--- src/hdl/lpr_pkg.sv ---
// ----------------------------------------------------------------------------
// lpr_pkg
// shared types and constants for the lru page replacement block
// ----------------------------------------------------------------------------
package lpr_pkg;

  // fault counter width and saturation value
  localparam int FAULT_W = 16;
  localparam logic [FAULT_W-1:0] FAULT_MAX = 16'hffff;

  // width of the frame limit register
  localparam int LIMIT_W = 4;
  localparam logic [LIMIT_W-1:0] LIMIT_RESET = 4'd8;

  // output queue occupancy, one-hot
  typedef enum logic [2:0] {
    ST_EMPTY = 3'b001,
    ST_ONE   = 3'b010,
    ST_TWO   = 3'b100
  } lpr_state_t;

  // controller to datapath commands
  typedef struct packed {
    logic step;        // transaction accepted, update the stack
    logic load_out;    // new result into the output register
    logic load_spare;  // new result into the skid register
    logic move_spare;  // skid register into the output register
  } lpr_cmd_t;

endpackage

--- src/hdl/lpr_ctrl.sv ---
// ----------------------------------------------------------------------------
// lpr_ctrl
// handshake controller: tracks the output register and the skid register
// ----------------------------------------------------------------------------
module lpr_ctrl
  import lpr_pkg::*;
(
  input  logic     clk,
  input  logic     rst,
  input  logic     in_valid,
  output logic     in_stall,
  output logic     out_valid,
  input  logic     out_stall,
  output lpr_cmd_t cmd
);

  lpr_state_t state, state_next;
  logic       accept;
  logic       take;

  assign in_stall  = (state == ST_TWO);
  assign out_valid = (state != ST_EMPTY);
  assign accept    = in_valid && !in_stall;
  assign take      = out_valid && !out_stall;

  always_comb begin
    state_next     = state;
    cmd            = '0;
    cmd.step       = accept;
    case (state)
      ST_EMPTY: begin
        if (accept) begin
          cmd.load_out = 1'b1;
          state_next   = ST_ONE;
        end
      end
      ST_ONE: begin
        if (accept && take) begin
          cmd.load_out = 1'b1;
        end else if (accept) begin
          cmd.load_spare = 1'b1;
          state_next     = ST_TWO;
        end else if (take) begin
          state_next = ST_EMPTY;
        end
      end
      ST_TWO: begin
        if (take) begin
          cmd.move_spare = 1'b1;
          state_next     = ST_ONE;
        end
      end
      default: begin
        state_next = ST_EMPTY;
      end
    endcase
  end

  always_ff @(posedge clk) begin
    if (rst) begin
      state <= ST_EMPTY;
    end else begin
      state <= state_next;
    end
  end

  a_onehot: assert property (@(posedge clk) disable iff (rst) $onehot(state))
    else $error("controller state not one-hot");
  a_no_accept_full: assert property (@(posedge clk) disable iff (rst)
    (state == ST_TWO) |-> !cmd.step)
    else $error("transaction accepted with both result registers busy");
  a_hold: assert property (@(posedge clk) disable iff (rst)
    (out_valid && out_stall) |=> out_valid)
    else $error("stalled result dropped");
  a_drain: assert property (@(posedge clk) disable iff (rst)
    (state == ST_TWO && !out_stall) |=> (state == ST_ONE))
    else $error("skid register not moved forward");

endmodule

--- src/hdl/lpr_datapath.sv ---
// ----------------------------------------------------------------------------
// lpr_datapath
// recency stack cells, fault counter, limit register and result registers
// ----------------------------------------------------------------------------
module lpr_datapath
  import lpr_pkg::*;
#(
  parameter int FRAMES    = 8,
  parameter int PAGE_BITS = 16
) (
  input  logic                 clk,
  input  logic                 rst,
  input  lpr_cmd_t             cmd,
  input  logic [PAGE_BITS-1:0] page,
  input  logic                 restart,
  input  logic                 cfg_write,
  input  logic [LIMIT_W-1:0]   cfg_data,
  output logic                 hit,
  output logic                 evicted_valid,
  output logic [PAGE_BITS-1:0] evicted_page,
  output logic [FAULT_W-1:0]   fault_total
);

  localparam int OCC_W = $clog2(FRAMES + 1);
  localparam int IDX_W = (FRAMES > 1) ? $clog2(FRAMES) : 1;
  localparam int CMP_W = (OCC_W > LIMIT_W) ? OCC_W : LIMIT_W;

  logic [PAGE_BITS-1:0] stack [FRAMES];
  logic [PAGE_BITS-1:0] stack_next [FRAMES];
  logic [OCC_W-1:0]     occupancy, occupancy_next;
  logic [FAULT_W-1:0]   fault_counter, fault_counter_next;
  logic [LIMIT_W-1:0]   frame_limit;

  logic                 spare_hit, spare_ev_valid;
  logic [PAGE_BITS-1:0] spare_ev_page;
  logic [FAULT_W-1:0]   spare_fault;

  logic [OCC_W-1:0]     occ_eff;
  logic [FAULT_W-1:0]   flt_eff;
  logic [FRAMES-1:0]    match;
  logic                 found;
  logic [OCC_W-1:0]     pos;
  logic [CMP_W-1:0]     lim;
  logic [CMP_W-1:0]     lim_raw;
  logic                 evict;
  logic [OCC_W-1:0]     top;
  logic [OCC_W-1:0]     last;
  logic [PAGE_BITS-1:0] ev_page;

  always_comb begin
    occ_eff = restart ? '0 : occupancy;
    flt_eff = restart ? '0 : fault_counter;

    // every cell compares in parallel, first match wins
    for (int k = 0; k < FRAMES; k++) begin
      match[k] = (OCC_W'(k) < occ_eff) && (stack[k] == page);
    end
    found = |match;
    pos   = '0;
    for (int k = FRAMES - 1; k >= 0; k--) begin
      if (match[k]) pos = OCC_W'(k);
    end

    lim_raw = CMP_W'(frame_limit);
    if (lim_raw == '0) begin
      lim = CMP_W'(1);
    end else if (lim_raw > CMP_W'(FRAMES)) begin
      lim = CMP_W'(FRAMES);
    end else begin
      lim = lim_raw;
    end

    evict   = !found && (CMP_W'(occ_eff) >= lim);
    last    = occ_eff - OCC_W'(1);
    ev_page = evict ? stack[last[IDX_W-1:0]] : '0;

    if (found) begin
      top = pos;
    end else if (evict) begin
      top = last;
    end else begin
      top = occ_eff;
    end

    // one-step shift toward the lru end, up to the hole at top
    for (int k = 0; k < FRAMES; k++) begin
      if (k == 0) begin
        stack_next[k] = page;
      end else if (OCC_W'(k) <= top) begin
        stack_next[k] = stack[k-1];
      end else begin
        stack_next[k] = stack[k];
      end
    end

    occupancy_next = (!found && !evict) ? occ_eff + OCC_W'(1) : occ_eff;
    if (found || flt_eff == FAULT_MAX) begin
      fault_counter_next = flt_eff;
    end else begin
      fault_counter_next = flt_eff + FAULT_W'(1);
    end
  end

  always_ff @(posedge clk) begin
    if (cmd.step) begin
      for (int k = 0; k < FRAMES; k++) begin
        stack[k] <= stack_next[k];
      end
    end
  end

  always_ff @(posedge clk) begin
    if (rst) begin
      occupancy     <= '0;
      fault_counter <= '0;
      frame_limit   <= LIMIT_RESET;
    end else begin
      if (cmd.step) begin
        occupancy     <= occupancy_next;
        fault_counter <= fault_counter_next;
      end
      if (cfg_write) begin
        frame_limit <= cfg_data;
      end
    end
  end

  // result registers, payload only
  always_ff @(posedge clk) begin
    if (cmd.load_out) begin
      hit           <= found;
      evicted_valid <= evict;
      evicted_page  <= ev_page;
      fault_total   <= fault_counter_next;
    end else if (cmd.move_spare) begin
      hit           <= spare_hit;
      evicted_valid <= spare_ev_valid;
      evicted_page  <= spare_ev_page;
      fault_total   <= spare_fault;
    end
    if (cmd.load_spare) begin
      spare_hit      <= found;
      spare_ev_valid <= evict;
      spare_ev_page  <= ev_page;
      spare_fault    <= fault_counter_next;
    end
  end

  a_occ_bound: assert property (@(posedge clk) disable iff (rst)
    occupancy <= OCC_W'(FRAMES))
    else $error("occupancy above frame count");
  a_hit_no_evict: assert property (@(posedge clk) disable iff (rst)
    (cmd.step && found) |-> !evict)
    else $error("eviction on a hit");
  a_restart_fault: assert property (@(posedge clk) disable iff (rst)
    (cmd.step && restart) |=> (fault_counter == FAULT_W'(1)))
    else $error("fault count after restart is not one");

endmodule

--- src/hdl/lru_page_replacement.sv ---
// ----------------------------------------------------------------------------
// lru_page_replacement
// fully associative lru page-frame tracker with saturating fault count
// ----------------------------------------------------------------------------
//
//  channel  | signals                          | direction | handshake
//  ---------+----------------------------------+-----------+---------------
//  access   | page, restart                    | in        | in_valid/stall
//  result   | hit, evicted_valid, evicted_page,| out       | out_valid/stall
//           | fault_total                      |           |
//  config   | cfg_data (frame limit)           | in        | cfg_valid/ready
//
//  one access per cycle while in_stall is low: the compare in every
//  frame cell, the first-match select and the one-step stack shift
//  are all combinational, and the result is registered
//  a stalled result is kept in the output register; one more transaction
//  goes into a skid register, after that in_stall is raised
//  synchronous reset empties the stack, clears the fault count and sets
//  the frame limit to 8
//
module lru_page_replacement
  import lpr_pkg::*;
#(
  parameter int FRAMES    = 8,
  parameter int PAGE_BITS = 16
) (
  input  logic                 clk,
  input  logic                 rst,
  // access channel
  input  logic                 in_valid,
  output logic                 in_stall,
  input  logic [PAGE_BITS-1:0] page,
  input  logic                 restart,
  // result channel
  output logic                 out_valid,
  input  logic                 out_stall,
  output logic                 hit,
  output logic                 evicted_valid,
  output logic [PAGE_BITS-1:0] evicted_page,
  output logic [FAULT_W-1:0]   fault_total,
  // frame limit write channel
  input  logic                 cfg_valid,
  output logic                 cfg_ready,
  input  logic [LIMIT_W-1:0]   cfg_data
);

  lpr_cmd_t cmd;

  // limit register takes a write in any cycle
  assign cfg_ready = 1'b1;

  // handshake and result-queue control
  lpr_ctrl u_ctrl (
    .clk       (clk),
    .rst       (rst),
    .in_valid  (in_valid),
    .in_stall  (in_stall),
    .out_valid (out_valid),
    .out_stall (out_stall),
    .cmd       (cmd)
  );

  // frame cells, counters and result registers
  lpr_datapath #(
    .FRAMES    (FRAMES),
    .PAGE_BITS (PAGE_BITS)
  ) u_datapath (
    .clk           (clk),
    .rst           (rst),
    .cmd           (cmd),
    .page          (page),
    .restart       (restart),
    .cfg_write     (cfg_valid && cfg_ready),
    .cfg_data      (cfg_data),
    .hit           (hit),
    .evicted_valid (evicted_valid),
    .evicted_page  (evicted_page),
    .fault_total   (fault_total)
  );

endmodule

--- config.mk ---
export PLATFORM = sky130hd
export DESIGN_NAME = lru_page_replacement
export DESIGN_NICKNAME = d
export VERILOG_FILES = /design/src/hdl/lpr_pkg.sv /design/src/hdl/lpr_ctrl.sv /design/src/hdl/lpr_datapath.sv /design/src/hdl/lru_page_replacement.sv
export SDC_FILE = /design/constraint.sdc
export NUM_CORES = 1
export LEC_CHECK = 0
export BUFFER_PORTS_ARGS = -buffer_cell sky130_fd_sc_hd__buf_2
export CAP_MARGIN = 10
export CORE_MARGIN = 3
export CORE_UTILIZATION = 47
export CTS_BUF_LIST = sky130_fd_sc_hd__clkbuf_4 sky130_fd_sc_hd__clkbuf_8
export CTS_CLUSTER_SIZE = 10
export DETAILED_ROUTE_END_ITERATION = 10
export HOLD_SLACK_MARGIN = 0.06
export PLACE_DENSITY = 0.7
export SLEW_MARGIN = 20
export SYNTH_ARGS = -nofsm -noshare
export SYNTH_HDL_FRONTEND = slang
export SYNTH_SLANG_ARGS = --single-unit
--- constraint.sdc ---
create_clock -name clk -period 6.7 [get_ports clk]
set_clock_uncertainty 0.15 [all_clocks]
set_input_delay 1.34 -clock clk [delete_from_list [all_inputs] [get_ports clk]]
set_output_delay 1.34 -clock clk [all_outputs]
set_load 0.02 [all_outputs]
# Word-level counts from Yosys, hierarchy flattened
# Memory sizes are Yosys's and may differ from the RTL's.
# Cells that the tools add are included.
[word_totals] reg_bits=95 latch_bits=0 mem_bits_rw=128 mem_bits_ro=0 n_memories=1
[memory_table] name="u_datapath.stack" depth=8 width=16 read_ports=9 rd_clocked_by_memory_dff=0 write_ports=8 line_no="lpr_datapath.sv:28" text="logic [PAGE_BITS-1:0] stack [FRAMES];"
[classes] add_sub_neg=3 n_mul=0 n_div=0 n_lt_le_gt_ge=17 n_eq_ne=17 shift=0 mux=46 bitwise=0 reduce_logical=22
[op_table] operator="16-bit two-way mux" count=14
[op_table] operator="16-bit == test" count=8
[op_table] operator="3-bit two-way mux" count=13
[op_table] operator="4-bit two-way mux" count=6
[op_table] operator="16-bit by 1-bit adder with 16-bit output (second input constant)" count=1
[op_table] operator="16-bit == test (second input constant)" count=1
[op_table] operator="3-bit by 4-bit <= comparator with 1-bit output (first input constant)" count=4
[op_table] operator="3-bit by 4-bit less-than comparator with 1-bit output (first input constant)" count=4
[op_table] operator="1-bit logical AND" count=13
[op_table] operator="1-bit two-way mux" count=11
[op_table] operator="3-bit one-hot mux with 3 select lines" count=1
[op_table] operator="2-bit by 4-bit <= comparator with 1-bit output (first input constant)" count=2
[op_table] operator="1-bit by 4-bit less-than comparator with 1-bit output (first input constant)" count=2
[op_table] operator="2-bit by 4-bit less-than comparator with 1-bit output (first input constant)" count=2
[op_table] operator="8-bit OR reduction" count=1
[op_table] operator="3-bit by 1-bit inequality test with 1-bit output (second input constant)" count=2
[op_table] operator="4-bit by 1-bit adder with 4-bit output (second input constant)" count=1
[op_table] operator="4-bit >= comparator" count=1
[op_table] operator="4-bit greater-than comparator (second input constant)" count=1
[op_table] operator="1-bit by 4-bit <= comparator with 1-bit output (first input constant)" count=1
[op_table] operator="1-bit logical NOT" count=4
[op_table] operator="4-bit logical NOT" count=1
[op_table] operator="2-bit inequality test (second input constant)" count=2
[op_table] operator="4-bit AND reduction" count=1
[op_table] operator="other kinds (8)" count=8

# Longest topological paths before layout
[logic_depth] ltp_word=14 depth_mapped=14

# Hierarchy
# Synthesis repeated with hierarchy kept, for this count alone.
[unflattened] cells_unflattened=844 hier_area_um2=11259.5
[by_module_without_submodules] module="lpr_datapath" instances=1 cells_per_inst=815 area_each_um2=10990.5 seq_area_each_um2=6366.1
[by_module_without_submodules] module="lpr_ctrl" instances=1 cells_per_inst=27 area_each_um2=257.7 seq_area_each_um2=60.1
[by_module_without_submodules] module="lru_page_replacement" instances=1 cells_per_inst=2 area_each_um2=11.3 seq_area_each_um2=0.0

# Worst setup path after synthesis
# No wires, ideal clock.
[synth_path] path_kind="input to register" startpoint="input port restart" endpoint="memory u_datapath.stack[7][0] (enable)" setup_ns=0.394 arrival_time_ns=4.844 required_ns=6.156 slack_ns=1.312 stages=13 n_path_buf=4 path_cell_list="buf_2 -> nor2b_1 -> clkbuf_1 -> clkbuf_1 -> ha_1 -> o31ai_1 -> nor4_1 -> o2bb2ai_1 -> nand3b_4 -> buf_4 -> o21bai_1 -> or2_2 -> a21oi_1"
[synth_lines] item="start, declared" line_no="lru_page_replacement.sv:33" text="input logic restart,"
[synth_lines] item="end, declared" line_no="lpr_datapath.sv:28"

==> results.ini <==
[synthesis]
synth-adder-area-share_pct = 0.890
synthDominantAreaCellType = sky130_fd_sc_hd__edfxtp_1
yosys.area_share.xor_xnor_pct = 11.3
synthMuxAreaShare_pct = 9.78
synth_largest_type_area_fraction_pct = 52.3
synth-seq-cells = 223
synthesis.nets = 891
synth_ff_type = sky130_fd_sc_hd__edfxtp_1
ys_top_cells_by_count = sky130_fd_sc_hd__edfxtp_1 (196), sky130_fd_sc_hd__xnor2_1 (81), sky130_fd_sc_hd__nand2_1 (66), sky130_fd_sc_hd__xor2_1 (64), sky130_fd_sc_hd__nor2_1 (50)
synth.lib_cells_used.distinct = 63
synthesis.yosys.warnings = 0
yosysMostFrequentCell = sky130_fd_sc_hd__edfxtp_1
synthesized_netlist_cell_count = 857
synth_edf_count = 196
synth-seq-area-share_pct = 57.2
synthesized_area_fraction_occupied_by_ao_oa_aoi_and_oai_cells_pct = 5.78
synth_simple_gate_area_share_pct = 12.1
synth_area_per_cell_um2 = 13.1
syn-cell-area_um2 = 11200
asyncSetResetFlopFracSynth_pct = 0
synth.area.top_cells = sky130_fd_sc_hd__edfxtp_1 (52%), sky130_fd_sc_hd__mux4_2 (6.4%), sky130_fd_sc_hd__xnor2_1 (6.3%)
largest_family_of_logic_cells_by_synthesized_area = simple AND/OR/NAND/NOR gates

[power_and_ir_drop]
leakagePower_uw = 0.00450
maximum_ir_drop_on_the_vdd_rail_v = 0.000157
power-per-cell-area_nw_per_um2 = 258
clock_power_share_pct = 37.7
power.sequential.fraction_pct = 50.9
power.share.combinational_pct = 11.4
power.total_uw = 3230
switching_power_total_uw = 809
power_switching_share_pct = 25.0
cellInternalPower_uw = 2420

[placed_design]
io_buffers = 61
gp_routability_congestion = 0.888
post-dp-hpwl_mm = 17.7

[global_route]
number_of_antenna_violations_at_the_first_check_in_global_routing = 0
track_usage_pct = 19.3
wire_length_of_the_first_global_routing_pass_mm = 39.0
vias_in_the_first_global_route = 6926
grt_start_max_net_pins = 64
grt_remaining_overflow = 0

[timing]
worst_pin_slew_ns = 0.994
fin_setup_tns_ns = 0
fmax_mhz = 198
hold_viol = 0
setup_violations = 0
slew_headroom_pct = 33.5
timing_max_transition_violations_final = 0
min_period_ns = 5.05
final_cycle_share_pct = 75.4
rsz_0062_raised_after_global_routing = no

[floorplanning]
die-area_um2 = 25800
die_width_um = 161
dieHeight_um = 161
floorplan.initialDensity_pct = 48.8
fp.coreArea_um2 = 23100
cell_row_count = 55
design.portCount = 63

[worst_setup_path]
timing.critical_path.to_type = register
cp.arrival_ns = 5.06
crit_type = in -> reg
critPathRequiredTime_ns = 6.71
crit_fanout = 38
critical_path.startpoint_type = input port

[clock_tree]
clock_sink_count = 223
tritoncts = built
cts_resized = 0
clockBufferDepth = 3
h-tree-depth = 2
clkSlewWorstSetupHoldPaths_ns = 0.06
number_of_buffers_added_to_fix_hold_violations_after_cts = 0
clockRootBuffer = sky130_fd_sc_hd__clkbuf_8
numCtsBuffers = 38
cts.repair_timing.setup_buffer_count = 0
clock_latency_ns = 0.52

[cells_and_area]
final_nets = 953
area.growth.synth_to_final_pct = 11.6
post-route-util_pct = 54.4
ant_diodes = 0
layout-drive-gt1-share_pct = 20.6
final.fill_count = 1926

[drt]
drt-pass1-iter-count = 5
antenna_left = 0
route.detailed.vias_per_inst = 5.69
vias = 7154
drt-initial-drc-count = 559
finalWirelength_mm = 25.1
drcViolationCount = 0
avgRoutedWirePerCell_um = 20.0

[worst_hold_path]
hold_class = reg -> reg

[flow_run]
max_cap_violations = 0

[run_status]
status = finished, final reports clean

routing by layer:
layer	share of wire (%)	GRT usage (%)	wire length, um
met1	45	28.0	11300
met2	44	28.9	11000
met3	8.3	3.79	2080
met4	3.2	7.30	801
met5	0	0	0
worst paths after layout:
| check | start | endpoint | slack, ns | depth (start not counted) |
|---|---|---|---|---|
| worst max-delay path | restart | u_datapath.stack[4][9]$_DFFE_PP_ | 1.65 | 12 |
| worst min-delay path | u_datapath.occupancy[1]$_SDFFE_PP0P_ | u_datapath.occupancy[1]$_SDFFE_PP0P_ | 0.33 | 2 |
| worst max register to register | u_datapath.occupancy[0]$_SDFFE_PP0P_ | u_datapath.stack[4][9]$_DFFE_PP_ | 2.45 | 11 |
| worst min register to register | u_datapath.occupancy[1]$_SDFFE_PP0P_ | u_datapath.occupancy[1]$_SDFFE_PP0P_ | 0.33 | 2 |
placed cells by master (no fill, tap or decap), types with 16 or more instances in the layout:
| master | instances |
|---|---|
| sky130_fd_sc_hd__mux4_2 | 32 |
| sky130_fd_sc_hd__a21oi_1 | 20 |
| sky130_fd_sc_hd__clkbuf_8 | 38 |
| sky130_fd_sc_hd__nand2_1 | 66 |
| sky130_fd_sc_hd__nand3_1 | 17 |
| sky130_fd_sc_hd__xnor2_1 | 80 |
| sky130_fd_sc_hd__buf_2 | 61 |
| sky130_fd_sc_hd__edfxtp_1 | 196 |
| sky130_fd_sc_hd__o21ai_0 | 16 |
| sky130_fd_sc_hd__nor2_1 | 50 |
| sky130_fd_sc_hd__nor4_1 | 19 |
| sky130_fd_sc_hd__mux2i_1 | 30 |
| sky130_fd_sc_hd__nor2b_1 | 22 |
| sky130_fd_sc_hd__nand4_1 | 24 |
| sky130_fd_sc_hd__o31ai_1 | 23 |
| sky130_fd_sc_hd__xor2_1 | 64 |
| sky130_fd_sc_hd__dfxtp_1 | 27 |
cell type report:
type / count / area (um2) / share of cell area [%]
sequential: 223 / 6430 / 51.2
multi-input combinational: 567 / 4520 / 36.0
clock buffer: 52 / 628 / 5.01
timing repair buffer: 75 / 410 / 3.27
tap: 313 / 392 / 3.12
clock inverter: 14 / 116 / 0.928
inverter: 14 / 52.6 / 0.419
registers in the layout, indices dropped and copies added, names as in the netlist:
signal and cells:
u_ctrl.state 3, u_datapath.evicted_page 16, u_datapath.evicted_valid 1, u_datapath.fault_counter 16, u_datapath.fault_total 16, u_datapath.frame_limit 4
u_datapath.hit 1, u_datapath.occupancy 4, u_datapath.spare_ev_page 16, u_datapath.spare_ev_valid 1, u_datapath.spare_fault 16, u_datapath.spare_hit 1
u_datapath.stack 128
worst max-delay path: stages:
cell	delay (ns)
sky130_fd_sc_hd__buf_2	0.33
sky130_fd_sc_hd__nor2b_4	0.75
sky130_fd_sc_hd__inv_1	0.18
sky130_fd_sc_hd__ha_1	0.33
sky130_fd_sc_hd__nor2b_1	0.14
sky130_fd_sc_hd__o2111ai_1	0.12
sky130_fd_sc_hd__nor3_1	0.22
sky130_fd_sc_hd__nand4_1	0.27
sky130_fd_sc_hd__nand3b_4	0.39
sky130_fd_sc_hd__o21bai_1	0.20
sky130_fd_sc_hd__or2_2	0.35
sky130_fd_sc_hd__inv_1	0.44
metrics by stage:
stage | instance area [um2] | setup slack [ns] | hold slack (ns) | cells
after floorplan | 11200 | 1.31 | 0.299 | 857
after global placement | 11800 | 1.32 | 0.312 | 1192
after detailed placement | 11800 | 1.17 | 0.315 | 1192
after CTS | 12500 | 1.63 | 0.328 | 1258
after global routing | 12500 | 1.38 | 0.354 | 1258
final | 12500 | 1.65 | 0.325 | 1258
power by group through the flow:
stage	clock network, uW	logic, uW	registers, uW
2_1_floorplan	0	246	1680
3_3_place_gp	0	365	1670
3_5_place_dp	0	370	1670
4_1_cts	1250	372	1640
5_1_grt	1300	401	1650
6_report	1220	369	1640
kinds of logic (layout without fill, tap and decap cells):
| family | count (synthesis) | count (layout) |
|---|---|---|
| other | 1 | 1 |
| flip-flops | 223 | 223 |
| adder cells (fa/ha/maj) | 8 | 8 |
| XOR/XNOR | 145 | 145 |
| AND/OR/NAND/NOR | 249 | 249 |
| buffers and inverters | 67 | 155 |
| AO/OA/AOI/OAI | 95 | 95 |
| multiplexers | 69 | 69 |
(Power assumes the default switching activity.)
